## src/assert_macros.svh

```systemverilog
// Assertion macros for the light pulse code decoder.
`ifndef ASSERT_MACROS_SVH
`define ASSERT_MACROS_SVH

// Checked only outside reset.
`define LPCD_ASSERT(lbl, prop, msg) \
  lbl: assert property (@(posedge clk) disable iff (rst) prop) else $error(msg);

// Checked on every edge, reset included.
`define LPCD_ASSERT_ALWAYS(lbl, prop, msg) \
  lbl: assert property (@(posedge clk) prop) else $error(msg);

`endif

```

## src/lpcd_pkg.sv

```systemverilog
// Types and constants shared by the light pulse code decoder.
`timescale 1ns / 1ps
`default_nettype none

package lpcd_pkg;

  localparam int SAMPLE_BITS_DEF = 10;
  localparam int MAX_COUNT_DEF   = 5;

  localparam int THRESH_W    = 10;
  localparam int TICK_W      = 8;
  localparam int COUNT_W     = 3;
  localparam int CODE_W      = 2;
  localparam int US_W        = 11;
  localparam int TABLE_W     = 50;
  localparam int WIDTHS_W    = 44;
  localparam int TABLE_SIZE  = 25;
  localparam int CFG_DATA_W  = 50;
  localparam int CFG_INDEX_W = 3;

  localparam logic [US_W-1:0] CENTER_US = 11'd1500;

  localparam logic [THRESH_W-1:0] RST_LIGHT_TRIP        = 10'd520;
  localparam logic [TICK_W-1:0]   RST_SHORT_MAX_TICKS   = 8'd18;
  localparam logic [TICK_W-1:0]   RST_LONG_MIN_TICKS    = 8'd28;
  localparam logic [TICK_W-1:0]   RST_GAP_END_TICKS     = 8'd140;
  localparam logic [TICK_W-1:0]   RST_ON_CAP_TICKS      = 8'd200;
  localparam logic [TABLE_W-1:0]  RST_ZONE_TABLE        = 50'd645513958824464;
  localparam logic [WIDTHS_W-1:0] RST_ZONE_PULSE_WIDTHS = 44'd16224556377175;

  typedef enum logic [CFG_INDEX_W-1:0] {
    REG_LIGHT_TRIP        = 3'd0,
    REG_SHORT_MAX_TICKS   = 3'd1,
    REG_LONG_MIN_TICKS    = 3'd2,
    REG_GAP_END_TICKS     = 3'd3,
    REG_ON_CAP_TICKS      = 3'd4,
    REG_ZONE_TABLE        = 3'd5,
    REG_ZONE_PULSE_WIDTHS = 3'd6
  } cfg_reg_e;

  typedef enum logic [1:0] {
    PH_IDLE = 2'd0,
    PH_ON   = 2'd1,
    PH_GAP  = 2'd2
  } phase_t;

  typedef enum logic [CODE_W-1:0] {
    ZONE_A = 2'd0,
    ZONE_B = 2'd1,
    ZONE_C = 2'd2,
    ZONE_D = 2'd3
  } zone_t;

  typedef struct packed {
    logic [THRESH_W-1:0] light_trip;
    logic [TICK_W-1:0]   short_max_ticks;
    logic [TICK_W-1:0]   long_min_ticks;
    logic [TICK_W-1:0]   gap_end_ticks;
    logic [TICK_W-1:0]   on_cap_ticks;
    logic [TABLE_W-1:0]  zone_table;
    logic [WIDTHS_W-1:0] zone_pulse_widths;
  } cfg_t;

  // Burst end report from the tracker.
  typedef struct packed {
    logic               done;
    logic [COUNT_W-1:0] short_pulses;
    logic [COUNT_W-1:0] long_pulses;
  } burst_t;

endpackage

`default_nettype wire

```

## src/lpcd_if.sv

```systemverilog
// Valid/ready channel interfaces for samples and decoded results.
`timescale 1ns / 1ps
`default_nettype none

interface lpcd_sample_if import lpcd_pkg::*;
  #(parameter int SAMPLE_BITS = SAMPLE_BITS_DEF) ();
  logic                   valid;
  logic                   ready;
  logic [SAMPLE_BITS-1:0] light_level;

  modport source (output valid, output light_level, input ready);
  modport sink   (input valid, input light_level, output ready);
endinterface

interface lpcd_result_if import lpcd_pkg::*; ();
  logic               valid;
  logic               ready;
  logic [CODE_W-1:0]  zone_code;
  logic               zone_valid;
  logic [US_W-1:0]    servo_pulse_us;
  logic [COUNT_W-1:0] short_pulses;
  logic [COUNT_W-1:0] long_pulses;

  modport source (output valid, output zone_code, output zone_valid, output servo_pulse_us,
                  output short_pulses, output long_pulses, input ready);
  modport sink   (input valid, input zone_code, input zone_valid, input servo_pulse_us,
                  input short_pulses, input long_pulses, output ready);
endinterface

`default_nettype wire

```

## src/lpcd_tracker.sv

```systemverilog
// Pulse and gap timing state machine with short/long pulse counters.
`timescale 1ns / 1ps
`default_nettype none

module lpcd_tracker import lpcd_pkg::*; #(
  parameter int SAMPLE_BITS = SAMPLE_BITS_DEF,
  parameter int MAX_COUNT   = MAX_COUNT_DEF
) (
  input  wire logic                   clk,
  input  wire logic                   rst,
  input  wire logic                   step,
  input  wire logic [SAMPLE_BITS-1:0] sample,
  input  wire cfg_t                   cfg,
  output burst_t                      burst
);

  localparam int CMP_W = (SAMPLE_BITS > THRESH_W) ? SAMPLE_BITS : THRESH_W;
  localparam logic [COUNT_W-1:0] COUNT_SAT =
    COUNT_W'((MAX_COUNT + 1 > 7) ? 7 : MAX_COUNT + 1);

  phase_t             phase, phase_next;
  logic [TICK_W-1:0]  on_ticks, on_ticks_next;
  logic [TICK_W-1:0]  gap_ticks, gap_ticks_next;
  logic [COUNT_W-1:0] short_count, short_count_next;
  logic [COUNT_W-1:0] long_count, long_count_next;

  logic              light;
  logic [TICK_W:0]   on_inc;
  logic [TICK_W:0]   gap_inc;
  logic [TICK_W:0]   limit_sum;
  logic [TICK_W-1:0] midpoint;
  logic              is_short;
  logic              cap_at_start;
  logic [COUNT_W-1:0] short_cls, long_cls;

  function automatic logic [COUNT_W-1:0] bump(input logic [COUNT_W-1:0] c);
    return (c < COUNT_SAT) ? c + COUNT_W'(1) : c;
  endfunction

  assign light     = CMP_W'(sample) > CMP_W'(cfg.light_trip);
  assign on_inc    = {1'b0, on_ticks} + (TICK_W+1)'(1);
  assign gap_inc   = {1'b0, gap_ticks} + (TICK_W+1)'(1);
  assign limit_sum = {1'b0, cfg.short_max_ticks} + {1'b0, cfg.long_min_ticks};
  assign midpoint  = limit_sum[TICK_W:1];
  assign is_short  = (on_ticks <= cfg.short_max_ticks) ||
                     ((on_ticks < cfg.long_min_ticks) && (on_ticks < midpoint));
  assign short_cls = is_short ? bump(short_count) : short_count;
  assign long_cls  = is_short ? long_count : bump(long_count);
  // first light tick already passes the cap
  assign cap_at_start = (cfg.on_cap_ticks == '0);

  always_comb begin
    phase_next       = phase;
    on_ticks_next    = on_ticks;
    gap_ticks_next   = gap_ticks;
    short_count_next = short_count;
    long_count_next  = long_count;
    burst            = '0;
    case (phase)
      PH_ON: begin
        if (light) begin
          if (on_inc > {1'b0, cfg.on_cap_ticks}) begin
            long_count_next = bump(long_count);
            on_ticks_next   = '0;
            gap_ticks_next  = '0;
            phase_next      = PH_GAP;
          end else begin
            on_ticks_next = on_inc[TICK_W-1:0];
          end
        end else if (cfg.gap_end_ticks == '0) begin
          burst.done         = 1'b1;
          burst.short_pulses = short_cls;
          burst.long_pulses  = long_cls;
          phase_next         = PH_IDLE;
          on_ticks_next      = '0;
          gap_ticks_next     = '0;
          short_count_next   = '0;
          long_count_next    = '0;
        end else begin
          short_count_next = short_cls;
          long_count_next  = long_cls;
          on_ticks_next    = '0;
          gap_ticks_next   = TICK_W'(1);
          phase_next       = PH_GAP;
        end
      end
      PH_GAP: begin
        if (light) begin
          gap_ticks_next = '0;
          if (cap_at_start) begin
            long_count_next = bump(long_count);
            on_ticks_next   = '0;
          end else begin
            on_ticks_next = TICK_W'(1);
            phase_next    = PH_ON;
          end
        end else if (gap_inc > {1'b0, cfg.gap_end_ticks}) begin
          burst.done         = 1'b1;
          burst.short_pulses = short_count;
          burst.long_pulses  = long_count;
          phase_next         = PH_IDLE;
          on_ticks_next      = '0;
          gap_ticks_next     = '0;
          short_count_next   = '0;
          long_count_next    = '0;
        end else begin
          gap_ticks_next = gap_inc[TICK_W-1:0];
        end
      end
      default: begin
        phase_next = PH_IDLE;
        if (light) begin
          gap_ticks_next   = '0;
          short_count_next = '0;
          if (cap_at_start) begin
            long_count_next = COUNT_W'(1);
            on_ticks_next   = '0;
            phase_next      = PH_GAP;
          end else begin
            long_count_next = '0;
            on_ticks_next   = TICK_W'(1);
            phase_next      = PH_ON;
          end
        end
      end
    endcase
  end

  always_ff @(posedge clk) begin
    if (rst) begin
      phase       <= PH_IDLE;
      on_ticks    <= '0;
      gap_ticks   <= '0;
      short_count <= '0;
      long_count  <= '0;
    end else if (step) begin
      phase       <= phase_next;
      on_ticks    <= on_ticks_next;
      gap_ticks   <= gap_ticks_next;
      short_count <= short_count_next;
      long_count  <= long_count_next;
    end
  end

endmodule

`default_nettype wire

```

## src/lpcd_zone_lookup.sv

```systemverilog
// Maps the short/long pulse counts to a zone code and servo pulse width.
`timescale 1ns / 1ps
`default_nettype none

module lpcd_zone_lookup import lpcd_pkg::*; #(
  parameter int MAX_COUNT = MAX_COUNT_DEF
) (
  input  wire logic [COUNT_W-1:0]  short_pulses,
  input  wire logic [COUNT_W-1:0]  long_pulses,
  input  wire logic [TABLE_W-1:0]  zone_table,
  input  wire logic [WIDTHS_W-1:0] zone_pulse_widths,
  output zone_t                    zone_code,
  output logic                     zone_valid,
  output logic [US_W-1:0]          servo_pulse_us
);

  localparam int IDX_W = 6;
  localparam logic [COUNT_W-1:0] MAX_C = COUNT_W'(MAX_COUNT);
  localparam logic [IDX_W-1:0]   MAX_I = IDX_W'(MAX_COUNT);

  logic [IDX_W-1:0]   idx;
  logic [TABLE_W-1:0] shifted;
  zone_t              entry;

  assign zone_valid = (short_pulses != '0) && (short_pulses <= MAX_C) &&
                      (long_pulses != '0) && (long_pulses <= MAX_C);
  assign idx = IDX_W'((IDX_W'(short_pulses) - IDX_W'(1)) * MAX_I +
                      IDX_W'(long_pulses) - IDX_W'(1));
  assign shifted = zone_table >> {idx, 1'b0};
  assign entry   = (idx < IDX_W'(TABLE_SIZE)) ? zone_t'(shifted[CODE_W-1:0]) : ZONE_A;

  always_comb begin
    zone_code      = ZONE_A;
    servo_pulse_us = CENTER_US;
    if (zone_valid) begin
      zone_code = entry;
      case (entry)
        ZONE_A:  servo_pulse_us = zone_pulse_widths[0*US_W +: US_W];
        ZONE_B:  servo_pulse_us = zone_pulse_widths[1*US_W +: US_W];
        ZONE_C:  servo_pulse_us = zone_pulse_widths[2*US_W +: US_W];
        ZONE_D:  servo_pulse_us = zone_pulse_widths[3*US_W +: US_W];
        default: servo_pulse_us = CENTER_US;
      endcase
    end
  end

endmodule

`default_nettype wire

```

## src/light_pulse_code_decoder_unit.sv

```systemverilog
// Top level of the light pulse code decoder.
`timescale 1ns / 1ps
`default_nettype none

// One light sample per millisecond tick arrives on light_in; a sample above
// light_trip counts as light. Light pulses are timed and sorted short or
// long, and a dark gap longer than gap_end_ticks ends the burst, which gives
// one transfer on zone_out with the zone and servo width for the two counts
// (center width and zone_valid low when a count is outside 1..MAX_COUNT).
// Ticks that do not end a burst give nothing. A sample is taken every cycle
// while the result side keeps up: it is held in the input register, the pulse
// tracker and zone lookup act on it combinationally, and a result is loaded
// into the output register as the sample leaves. A waiting result holds one
// more sample in the input register before light_in.ready drops. The user
// must write registers through cfg_write/cfg_index/cfg_data only while no
// burst is in progress; the block itself does not enforce this.

`include "assert_macros.svh"

module light_pulse_code_decoder_unit import lpcd_pkg::*; #(
  parameter int SAMPLE_BITS = SAMPLE_BITS_DEF,
  parameter int MAX_COUNT   = MAX_COUNT_DEF
) (
  input  wire logic                   clk,
  input  wire logic                   rst,
  input  wire logic                   cfg_write,
  input  wire logic [CFG_INDEX_W-1:0] cfg_index,
  input  wire logic [CFG_DATA_W-1:0]  cfg_data,
  lpcd_sample_if.sink                 light_in,
  lpcd_result_if.source               zone_out
);

  localparam logic [COUNT_W-1:0] COUNT_SAT =
    COUNT_W'((MAX_COUNT + 1 > 7) ? 7 : MAX_COUNT + 1);

  cfg_t cfg;

  logic                   in_valid;
  logic [SAMPLE_BITS-1:0] sample;
  logic                   advance;
  logic                   step;
  burst_t                 burst;

  zone_t              lk_code;
  logic               lk_valid;
  logic [US_W-1:0]    lk_us;

  logic               res_valid;
  zone_t              res_code;
  logic               res_zone_valid;
  logic [US_W-1:0]    res_us;
  logic [COUNT_W-1:0] res_short;
  logic [COUNT_W-1:0] res_long;

  always_ff @(posedge clk) begin
    if (rst) begin
      cfg.light_trip        <= RST_LIGHT_TRIP;
      cfg.short_max_ticks   <= RST_SHORT_MAX_TICKS;
      cfg.long_min_ticks    <= RST_LONG_MIN_TICKS;
      cfg.gap_end_ticks     <= RST_GAP_END_TICKS;
      cfg.on_cap_ticks      <= RST_ON_CAP_TICKS;
      cfg.zone_table        <= RST_ZONE_TABLE;
      cfg.zone_pulse_widths <= RST_ZONE_PULSE_WIDTHS;
    end else if (cfg_write) begin
      case (cfg_reg_e'(cfg_index))
        REG_LIGHT_TRIP:        cfg.light_trip        <= cfg_data[THRESH_W-1:0];
        REG_SHORT_MAX_TICKS:   cfg.short_max_ticks   <= cfg_data[TICK_W-1:0];
        REG_LONG_MIN_TICKS:    cfg.long_min_ticks    <= cfg_data[TICK_W-1:0];
        REG_GAP_END_TICKS:     cfg.gap_end_ticks     <= cfg_data[TICK_W-1:0];
        REG_ON_CAP_TICKS:      cfg.on_cap_ticks      <= cfg_data[TICK_W-1:0];
        REG_ZONE_TABLE:        cfg.zone_table        <= cfg_data[TABLE_W-1:0];
        REG_ZONE_PULSE_WIDTHS: cfg.zone_pulse_widths <= cfg_data[WIDTHS_W-1:0];
        default: ;
      endcase
    end
  end

  // output register free or being emptied this cycle
  assign advance        = !res_valid || zone_out.ready;
  assign step           = in_valid && advance;
  assign light_in.ready = !in_valid || advance;

  always_ff @(posedge clk) begin
    if (rst) begin
      in_valid <= 1'b0;
    end else if (light_in.valid && light_in.ready) begin
      in_valid <= 1'b1;
    end else if (advance) begin
      in_valid <= 1'b0;
    end
  end

  always_ff @(posedge clk) begin
    if (light_in.valid && light_in.ready) begin
      sample <= light_in.light_level;
    end
  end

  lpcd_tracker #(
    .SAMPLE_BITS (SAMPLE_BITS),
    .MAX_COUNT   (MAX_COUNT)
  ) u_tracker (
    .clk    (clk),
    .rst    (rst),
    .step   (step),
    .sample (sample),
    .cfg    (cfg),
    .burst  (burst)
  );

  lpcd_zone_lookup #(
    .MAX_COUNT (MAX_COUNT)
  ) u_lookup (
    .short_pulses      (burst.short_pulses),
    .long_pulses       (burst.long_pulses),
    .zone_table        (cfg.zone_table),
    .zone_pulse_widths (cfg.zone_pulse_widths),
    .zone_code         (lk_code),
    .zone_valid        (lk_valid),
    .servo_pulse_us    (lk_us)
  );

  always_ff @(posedge clk) begin
    if (rst) begin
      res_valid <= 1'b0;
    end else if (advance) begin
      res_valid <= step && burst.done;
    end
  end

  always_ff @(posedge clk) begin
    if (step && burst.done) begin
      res_code       <= lk_code;
      res_zone_valid <= lk_valid;
      res_us         <= lk_us;
      res_short      <= burst.short_pulses;
      res_long       <= burst.long_pulses;
    end
  end

  assign zone_out.valid          = res_valid;
  assign zone_out.zone_code      = res_code;
  assign zone_out.zone_valid     = res_zone_valid;
  assign zone_out.servo_pulse_us = res_us;
  assign zone_out.short_pulses   = res_short;
  assign zone_out.long_pulses    = res_long;

  `LPCD_ASSERT(a_no_result_from_nothing, (!in_valid && !res_valid) |=> !res_valid,
    "result appeared with no sample in flight")
  `LPCD_ASSERT(a_invalid_is_center,
    (res_valid && !res_zone_valid) |-> (res_us == CENTER_US && res_code == ZONE_A),
    "invalid result not at center width")
  `LPCD_ASSERT(a_counts_saturate,
    res_valid |-> (res_short <= COUNT_SAT && res_long <= COUNT_SAT),
    "pulse count above saturation")
  `LPCD_ASSERT_ALWAYS(a_ready_when_empty, !in_valid |-> light_in.ready,
    "input refused with empty input register")

endmodule

`default_nettype wire
```

## src/flat_wrapper.sv

```systemverilog
// flat-port wrapper written by rule: the top's interface ports become plain ports
module light_pulse_code_decoder_unit_flat import lpcd_pkg::*;
#(
  parameter int SAMPLE_BITS = SAMPLE_BITS_DEF,
  parameter int MAX_COUNT   = MAX_COUNT_DEF
)
  (clk, rst, cfg_write, cfg_index, cfg_data, light_in_valid, light_in_light_level, light_in_ready, zone_out_valid, zone_out_zone_code, zone_out_zone_valid, zone_out_servo_pulse_us, zone_out_short_pulses, zone_out_long_pulses, zone_out_ready);
  lpcd_sample_if #(.SAMPLE_BITS(SAMPLE_BITS)) light_in_i ();
  lpcd_result_if zone_out_i ();
  input  wire logic clk;
  input  wire logic rst;
  input  wire logic cfg_write;
  input  wire logic [CFG_INDEX_W-1:0] cfg_index;
  input  wire logic [CFG_DATA_W-1:0] cfg_data;
  input wire logic [$bits(light_in_i.valid)-1:0] light_in_valid;
  input wire logic [$bits(light_in_i.light_level)-1:0] light_in_light_level;
  output wire logic [$bits(light_in_i.ready)-1:0] light_in_ready;
  output wire logic [$bits(zone_out_i.valid)-1:0] zone_out_valid;
  output wire logic [$bits(zone_out_i.zone_code)-1:0] zone_out_zone_code;
  output wire logic [$bits(zone_out_i.zone_valid)-1:0] zone_out_zone_valid;
  output wire logic [$bits(zone_out_i.servo_pulse_us)-1:0] zone_out_servo_pulse_us;
  output wire logic [$bits(zone_out_i.short_pulses)-1:0] zone_out_short_pulses;
  output wire logic [$bits(zone_out_i.long_pulses)-1:0] zone_out_long_pulses;
  input wire logic [$bits(zone_out_i.ready)-1:0] zone_out_ready;
  assign light_in_i.valid = light_in_valid;
  assign light_in_i.light_level = light_in_light_level;
  assign light_in_ready = light_in_i.ready;
  assign zone_out_valid = zone_out_i.valid;
  assign zone_out_zone_code = zone_out_i.zone_code;
  assign zone_out_zone_valid = zone_out_i.zone_valid;
  assign zone_out_servo_pulse_us = zone_out_i.servo_pulse_us;
  assign zone_out_short_pulses = zone_out_i.short_pulses;
  assign zone_out_long_pulses = zone_out_i.long_pulses;
  assign zone_out_i.ready = zone_out_ready;
  light_pulse_code_decoder_unit #(.SAMPLE_BITS(SAMPLE_BITS), .MAX_COUNT(MAX_COUNT)) u_core (.clk(clk), .rst(rst), .cfg_write(cfg_write), .cfg_index(cfg_index), .cfg_data(cfg_data), .light_in(light_in_i), .zone_out(zone_out_i));
endmodule
```

## config.mk

```make
export PLATFORM = sky130hd
export DESIGN_NAME = light_pulse_code_decoder_unit_flat
export DESIGN_NICKNAME = d
export VERILOG_FILES = /design/src/lpcd_pkg.sv /design/src/lpcd_if.sv /design/src/lpcd_tracker.sv /design/src/lpcd_zone_lookup.sv /design/src/light_pulse_code_decoder_unit.sv /design/src/flat_wrapper.sv
export VERILOG_INCLUDE_DIRS = /design/src /design/src/src
export SDC_FILE = /design/constraint.sdc
export NUM_CORES = 1
export LEC_CHECK = 0
export BUFFER_PORTS_ARGS = -buffer_cell sky130_fd_sc_hd__buf_2
export CELL_PAD_IN_SITES_DETAIL_PLACEMENT = 1
export CELL_PAD_IN_SITES_GLOBAL_PLACEMENT = 2
export CORE_ASPECT_RATIO = 0.75
export CORE_MARGIN = 10
export CORE_UTILIZATION = 28
export CTS_CLUSTER_SIZE = 16
export DETAILED_ROUTE_END_ITERATION = 6
export PLACE_DENSITY_LB_ADDON = 0.1
export SYNTH_ARGS = -nofsm -noshare
export SYNTH_HDL_FRONTEND = slang
export SYNTH_SLANG_ARGS = --single-unit
```

## constraint.sdc

```tcl
create_clock -name clk -period 12.9 [get_ports clk]
set_input_delay 2.58 -clock clk [delete_from_list [all_inputs] [get_ports clk]]
set_output_delay 2.58 -clock clk [all_outputs]
set_load 0.005 [all_outputs]
```

==> impl_metrics.ini, run 1 <==
[setup_path]
crit_family = adder cells
critPathKind = reg -> reg
arrival_ps = 9290
required_ps = 13110
cp-end-kind = register
critPathMostFrequentCell = ha_1
max_stage_delay_ps = 660
start_kind = register
cp_slowest_cell = nor2_1
path_buf_inv = 4
crit_fanout = 14

[cts]
htreeDepth = 4
holdBufCountCts = 0
cts_inserted_buffers = 17
clkTransAtPathRegs_ps = 80
post_cts_buffers = 0
cts.sinks = 192
cts_tree = yes
clockBufferDepth = 2
clockRootBuffer = clkbuf_16
clk-insertion-delay-late_ps = 460
ctsResizeCount = 0

[synthesis]
avgSynthCellArea_um2 = 8.497
ys.flop_type = dfxtp_1
synth_edf_count = 30
async_reset_ff_frac = 0
synth_seq_cells = 192
syn_area_um2 = 10150
ys_warn_count = 0
ys_seq_area_frac = 0.4084
syn_nets = 1340
synth_cell_type_count = 66
synth_cells = 1194

[grt]
antenna_found_initial = 3
overflow = 0
grt_pass1_wl_um = 55880
grt_max_degree = 75
grt_usage = 0.1682
grt_pass1_vias = 8703

[timing]
rsz0062_at_grt = false
timing.final.max_slew_violations = 0
period_needed_ps = 9086
hold_viol = 0
max_freq_mhz = 110.1
worstMarginPinSlew_ps = 955.1
period_share = 0.7044
setup_tns_ps = 0
finClkSkew_ps = 12.18
setup_violations = 0
slew_headroom = 0.3633
postLayoutSetupSlackWorst_ps = 3814

[placed_design]
dpl.hpwl_um = 27400
port_buffers = 89
routabilityCongestion = 0.7736
placedCellCount = 1702
pre_cts_slack_ps = 3893

[outcome]
outcome = complete, no violations

[floorplanning]
die_w_um = 239.8
num_io_pins = 90
initial_core_util = 0.2833
core-area_um2 = 35810
die_h_um = 184.9
die_area_um2 = 44330
placementRows = 60

[power_and_ir_drop]
powerDensity_nw_per_um2 = 113.2
leakage_uw = 0.004680
irDropWorstVdd_mv = 0.06079

[detailed_routing]
vias = 8834
drt_first_iter_violations = 650
ant_nets = 0
dr.pass1.iters = 4
drcViolationCount = 0
drt_wl_total_um = 37050
wl_per_cell_um = 21.37
post_drt_via_cell_ratio = 5.095

[layout]
syn_to_final_growth_pct = 14.97
fin_util = 0.3258
antennaDiodeCount = 0
drive_gt1_frac = 0.1348
nets = 1402
final_cell_mix = nand2_1, dfxtp_1, a21oi_1, buf_2, inv_1
final_common_cell = nand2_1
stdcell_count = 1734

[job]
cap_violations = 0

[worst_hold_path]
hold_class = reg -> reg
==> cell usage after synthesis (12+ instances only) <==
cell type | count | share of area
a31oi_1 | 12 | 0.0074
edfxtp_1 | 30 | 0.089
nor3_1 | 12 | 0.0059
mux4_2 | 12 | 0.027
ha_1 | 72 | 0.089
a22oi_1 | 13 | 0.0096
xnor2_1 | 13 | 0.011
nor2_1 | 42 | 0.016
nand3_1 | 67 | 0.033
o21ai_0 | 17 | 0.0084
mux2i_1 | 16 | 0.016
inv_1 | 79 | 0.029
dfxtp_1 | 162 | 0.32
clkbuf_1 | 51 | 0.019
a21oi_1 | 123 | 0.061
nand2_1 | 285 | 0.11
o211ai_1 | 26 | 0.019
==> power breakdown <==
part | internal [uW] | switching [uW]
clock network | 288 | 277
registers | 621 | 12.5
logic | 41.5 | 80.4
==> sequential cells by signal, summed over array words and instances (netlist names) <==
name and count:
u_core.cfg 136, u_core.in_valid 1, u_core.sample 10, u_core.u_tracker.gap_ticks 8, u_core.u_tracker.long_count 3, u_core.u_tracker.on_ticks 8, u_core.u_tracker.phase 2, u_core.u_tracker.short_count 3
u_core.zone_out.long_pulses 3, u_core.zone_out.servo_pulse_us 11, u_core.zone_out.short_pulses 3, u_core.zone_out.valid 1, u_core.zone_out.zone_code 2, u_core.zone_out.zone_valid 1
==> routing by layer <==
layer | track usage | routed length (um) | vias to the layer above
met2 | 0.2197 | 14090 | 149
met1 | 0.2714 | 21130 | 4363
li1 | - | - | 4302
met3 | 0.03000 | 1526 | 20
met4 | 0.03380 | 304 | 0
met5 | 0 | 0 | -
==> layout make-up <==
| class | instances | area (um^2) |
|---|---|---|
| tap | 465 | 581.8 |
| inverter | 79 | 297.8 |
| timing repair buffer | 101 | 538.0 |
| sequential | 192 | 4144 |
| fill | 4262 | 24140 |
| clock buffer | 18 | 450.4 |
| multi-input combinational | 865 | 5497 |
| clock inverter | 14 | 156.4 |
==> worst register-to-register path, delay by kind of cell (launching register included) <==
family | cells | cell delay (ps)
DFF | 1 | 360
xor gates and xnor gates | 2 | 900
AOI/OAI and AO/OA | 15 | 2650
buffers and inverters | 4 | 530
muxes | 1 | 260
and+or+nand+nor | 5 | 1450
adders and majority gates | 8 | 2690
==> through the flow <==
step	area (um^2)	hold slack [ps]	power, uW
6_report	11660	456.1	1320
3_5_place_dp	11060	450.8	770.3
4_1_cts	11660	462.3	1344
2_1_floorplan	10150	432.9	715.4
3_3_place_gp	11060	444.3	770.1
5_1_grt	11660	479.5	1377
==> logic make-up (layout without fill, tap and decap cells) <==
kind of cell    count (synthesis)  in the layout  share of synthesized area
simple gates                  472            472                     0.2048
compound gates                256            256                     0.1629
flops                         192            192                     0.4084
buf+inv                       137            212                    0.05229
fa+ha+maj                      78             78                     0.1006
mux                            35             35                    0.05019
xor+xnor                       24             24                    0.02072
==> worst paths after layout <==
path                         from                                end  slack (ps)  cells after the start
setup / recovery  u_core.cfg[111]  u_core.zone_out.servo_pulse_us[1]        3810                     35
hold / removal     u_core.cfg[81]                     u_core.cfg[81]         460                      2
hold reg to reg    u_core.cfg[81]                     u_core.cfg[81]         460                      2
setup reg to reg  u_core.cfg[111]  u_core.zone_out.servo_pulse_us[1]        3810                     35
Power figures use the tool's default switching activity.
==> run 2: changes to the inputs <==
- clock period: 12.9 -> 9.4 ns (I/O delays scaled with it)
==> run 2 against run 1 <==
Sequential cell count unchanged. Critical path depth unchanged. Via count down 1.6%. Design area about the same. Sequential power increased by 37%. Maximum frequency is 4.0% higher. Die area unchanged. Total power is 35% higher. Register-to-register slack got worse by 3200 ps.
==> impl_metrics.ini, run 2 (synthesized netlist as in run 1, its figures left out) <==
[placed_design]
routabilityCongestion = 0.7741
pre_cts_slack_ps = 472.8
port_buffers = 89
dpl.hpwl_um = 26990

[grt]
grt_pass1_wl_um = 55390
antenna_found_initial = 1
grt_usage = 0.1659
grt_pass1_vias = 8717
overflow = 0
grt_max_degree = 83

[floorplanning]
core-area_um2 = 35810
initial_core_util = 0.2833
num_io_pins = 90
die_w_um = 239.8
die_h_um = 184.9
die_area_um2 = 44330
placementRows = 60

[cts]
clockBufferDepth = 2
cts_tree = yes
htreeDepth = 4
post_cts_buffers = 0
cts_inserted_buffers = 17
clkTransAtPathRegs_ps = 80
ctsResizeCount = 0
cts.sinks = 192
clk-insertion-delay-late_ps = 470
clockRootBuffer = clkbuf_16
holdBufCountCts = 0

[power_and_ir_drop]
finalPower_uw = 1785
powerDensity_nw_per_um2 = 153.0
power_frac_seq = 0.486
p_switching_uw = 513.1
combinationalPowerShare = 0.096
clkPwrFrac = 0.417
power.internal_uw = 1272
irDropWorstVdd_mv = 0.09115
sw_frac_of_total = 0.2874
leakage_uw = 0.004684

[layout]
final_cell_mix = nand2_1, dfxtp_1, a21oi_1, buf_2, inv_1
syn_to_final_growth_pct = 15.01
top_register = u_core.cfg
final_common_cell = nand2_1
largest_reg_flops = 136
drive_gt1_frac = 0.1384
antennaDiodeCount = 0
nets = 1405

[timing]
finClkSkew_ps = 14.86
setup_violations = 0
hold_viol = 0
period_needed_ps = 8740
setup_tns_ps = 0
rsz0062_at_grt = false
period_share = 0.9298
timing.final.max_slew_violations = 0
slew_headroom = 0.2966
max_freq_mhz = 114.4
worstMarginPinSlew_ps = 1055
postLayoutSetupSlackWorst_ps = 660.2

[setup_path]
max_stage_delay_ps = 460
reg2reg_slack_ps = 660
cp_slowest_cell = fa_1
crit_fanout = 14
required_ps = 9620
cp-end-kind = register
critPathMostFrequentCell = ha_1
reg2reg_from = u_core.cfg[110]
start_kind = register
critPathKind = reg -> reg
arrival_ps = 8960
startpoint = u_core.cfg[110]

[detailed_routing]
drt_wl_total_um = 36340
drt_first_iter_violations = 562
drcViolationCount = 0
dr.pass1.iters = 5
vias = 8697
wl_per_cell_um = 20.92
ant_nets = 0
post_drt_via_cell_ratio = 5.007

[job]
cap_violations = 0

[worst_hold_path]
hold_class = reg -> reg
hp-start = u_core.cfg[51]

[outcome]
outcome = complete, no violations
-- run 2: cell types whose count changed in the layout (fill, tap and decap cells not counted), sizes merged --
cell,change
inv,+2
buf,+3
bufinv,-1
clkinv,-1
-- run 2: worst paths after layout --
path,end,cells after the start
worst max-delay path,u_core.zone_out.servo_pulse_us[7],35
worst min-delay path,u_core.cfg[51],2
worst max register to register,u_core.zone_out.servo_pulse_us[7],35
worst min register to register,u_core.cfg[51],2
-- run 2: per-layer routing --
layer,wire (um),GRT usage
met1,20470,0.2634
met2,13900,0.2186
met3,1765,0.03698
met4,199,0.02821
met5,0,0
-- run 2: cell type report --
| cell class | count | area [um^2] |
|---|---|---|
| Clock inverter | 14 | 138.9 |
| Tap cell | 465 | 581.8 |
| Multi-Input combinational cell | 865 | 5507 |
| Clock buffer | 18 | 439.2 |
| Inverter | 79 | 297.8 |
| Timing Repair Buffer | 104 | 560.5 |
| Sequential cell | 192 | 4144 |
| Fill cell | 4227 | 24140 |
-- run 2: worst max-delay path: cells and delay by family, from the launching register on --
family	cells	cell delay (ps)
AOI/OAI and AO/OA	16	3040
xor gates and xnor gates	2	620
adders and majority gates	8	2710
buffers and inverters	3	510
DFF	1	400
muxes	1	360
and+or+nand+nor	5	860
-- run 2: stage by stage --
step	area [um^2]	util	instances	hold WS (ps)
floorplan	10150	-	1194	432.9
global placement	11080	0.3094	1705	440.2
global route	11670	0.3259	1737	474.7
detailed placement	11080	0.3094	1705	447.7
finish	11670	0.3259	1737	459.9
CTS	11660	0.3256	1737	458.8
-- run 2: power by group through the flow --
stage	Combinational, uW	Clock [uW]	Sequential, uW
3_5_place_dp	173	0	887
4_1_cts	174	774	868
3_3_place_gp	171	0	887
5_1_grt	192	802	871
2_1_floorplan	102	0	879
6_report	172	745	868
==> run 3: changes to the inputs <==
--- a/config.mk
+++ b/config.mk
@@ -13,3 +13,3 @@
 export CORE_MARGIN = 10
-export CORE_UTILIZATION = 28
+export CORE_UTILIZATION = 37
 export CTS_CLUSTER_SIZE = 16
==> constraint.sdc (replaced) <==
create_clock -name clk -period 9.4 [get_ports clk]
set_input_delay 0.94 -clock clk [delete_from_list [all_inputs] [get_ports clk]]
set_output_delay 0.94 -clock clk [all_outputs]
set_load 0.005 [all_outputs]
==> run 3 against run 2 <==
Critical path type unchanged. Largest power group unchanged. Highest routed layer unchanged. Sequential share of layout area rose by 0.34 points. Combinational power barely moved. Sequential cell count did not move. Global-route usage rose by 3.7 points.
==> impl_metrics.ini, run 3 (synthesized netlist as in run 1, its figures left out) <==
[outcome]
outcome = complete, no violations

[timing]
period_share = 0.9269
finClkSkew_ps = 15.75
setup_violations = 0
worstMarginPinSlew_ps = 1072
setup_tns_ps = 0
period_needed_ps = 8713
timing.final.max_slew_violations = 0
hold_viol = 0
slew_headroom = 0.2850
max_freq_mhz = 114.8
rsz0062_at_grt = false

[layout]
syn_to_final_growth_pct = 13.92
fillers = 3205
antennaDiodeCount = 0
final_cell_mix = nand2_1, dfxtp_1, a21oi_1, buf_2, inv_1
nets = 1405
largest_reg_flops = 136
final_common_cell = nand2_1
top_register = u_core.cfg
drive_gt1_frac = 0.1377

[grt]
grt_pass1_vias = 8851
antenna_found_initial = 3
grt_pass1_wl_um = 53770
grt_max_degree = 72
grt_usage = 0.2028
overflow = 0

[setup_path]
cp-end-kind = register
arrival_ps = 8920
rr_worst_depth = 35
max_stage_delay_ps = 470
crit_fanout = 10
cp_slowest_cell = fa_1
required_ps = 9610
r2r-end = u_core.zone_out.servo_pulse_us[8]
start_kind = register
startpoint = u_core.cfg[111]
reg2reg_slack_ps = 690
endpoint = u_core.zone_out.servo_pulse_us[8]
reg2reg_from = u_core.cfg[111]
critPathMostFrequentCell = ha_1
critPathKind = reg -> reg

[detailed_routing]
dr.pass1.iters = 5
vias = 8878
post_drt_via_cell_ratio = 5.473
drt_first_iter_violations = 625
drcViolationCount = 0
drt_wl_total_um = 34730
wl_per_cell_um = 21.41
ant_nets = 0

[floorplanning]
core-area_um2 = 27000
placementRows = 52
num_io_pins = 90
die_area_um2 = 34510
die_w_um = 211.2
initial_core_util = 0.3758
die_h_um = 163.4

[cts]
cts_tree = yes
clk-insertion-delay-late_ps = 450
clockRootBuffer = clkbuf_16
cts.sinks = 192
cts_inserted_buffers = 17
clkTransAtPathRegs_ps = 80
clockBufferDepth = 2
htreeDepth = 4

[placed_design]
dpl.hpwl_um = 25580
routabilityCongestion = 0.8599
port_buffers = 89

[worst_hold_path]
whs_path_depth = 2
hold_class = reg -> reg

[power_and_ir_drop]
irDropWorstVdd_mv = 0.1181
finalPower_uw = 1794
powerDensity_nw_per_um2 = 155.2
leakage_uw = 0.004693

[job]
cap_violations = 0
-- run 3: layout make-up --
| type | instances | area, um^2 | share of cell area |
|---|---|---|---|
| multi-input combinational | 865 | 5525 | 0.4780 |
| sequential | 192 | 4144 | 0.3585 |
| timing repair buffer | 104 | 560.5 | 0.04850 |
| clock buffer | 19 | 475.5 | 0.04113 |
| tap | 351 | 439.2 | 0.03800 |
| inverter | 79 | 296.5 | 0.02565 |
| clock inverter | 12 | 117.6 | 0.01018 |
-- run 3: how the worst min path moves through the flow --
stage | startpoint | end
floorplan | u_core.cfg[24] | u_core.cfg[24]
global placement | u_core.cfg[49] | u_core.cfg[49]
detailed placement | u_core.cfg[68] | u_core.cfg[68]
CTS | u_core.cfg[68] | u_core.cfg[68]
global route | u_core.cfg[68] | u_core.cfg[68]
finish | u_core.cfg[50] | u_core.cfg[50]
-- run 3: layer usage --
metal,vias to the layer above,track usage,share of wire
li1,4306,-,-
met2,138,0.2770,0.40
met5,-,0,0
met4,0,0.04335,0.0081
met3,20,0.03390,0.045
met1,4414,0.3185,0.54
-- run 3: what timing repair did --
item                                    in CTS  in global routing
endpoints found under the hold margin        0                  0
hold buffers                                 0                  0
buffers inserted                             0                  2
resized for setup                            0                  4
endpoints found under the setup margin       0                 11
-- run 3: power by group --
| part | internal (uW) | leakage, uW | switching, uW |
|---|---|---|---|
| combinational | 58.0 | 0.00280 | 113 |
| clock | 382 | 0.000291 | 374 |
| sequential | 853 | 0.00160 | 15.4 |
| total | 1290 | 0.00469 | 502 |
-- run 3: metrics by stage --
stage	setup slack, ps	cell area (um^2)	instances	utilization	hold WS [ps]
floorplan	1271	10150	1194	-	432.9
global placement	571.7	10920	1589	0.4045	441.1
detailed placement	172.7	10920	1589	0.4045	446.9
CTS	136.7	11510	1620	0.4265	458.0
global route	69.98	11560	1622	0.4281	470.9
finish	686.7	11560	1622	0.4281	457.4
-- run 3: worst max-delay path, delay by kind of cell (launching register included) --
family / cells / cell delay [ps]
simple gates: 4 / 610
buf+inv: 4 / 580
flops: 1 / 370
xor+xnor: 2 / 530
fa+ha+maj: 8 / 2800
mux: 1 / 350
compound gates: 16 / 3220
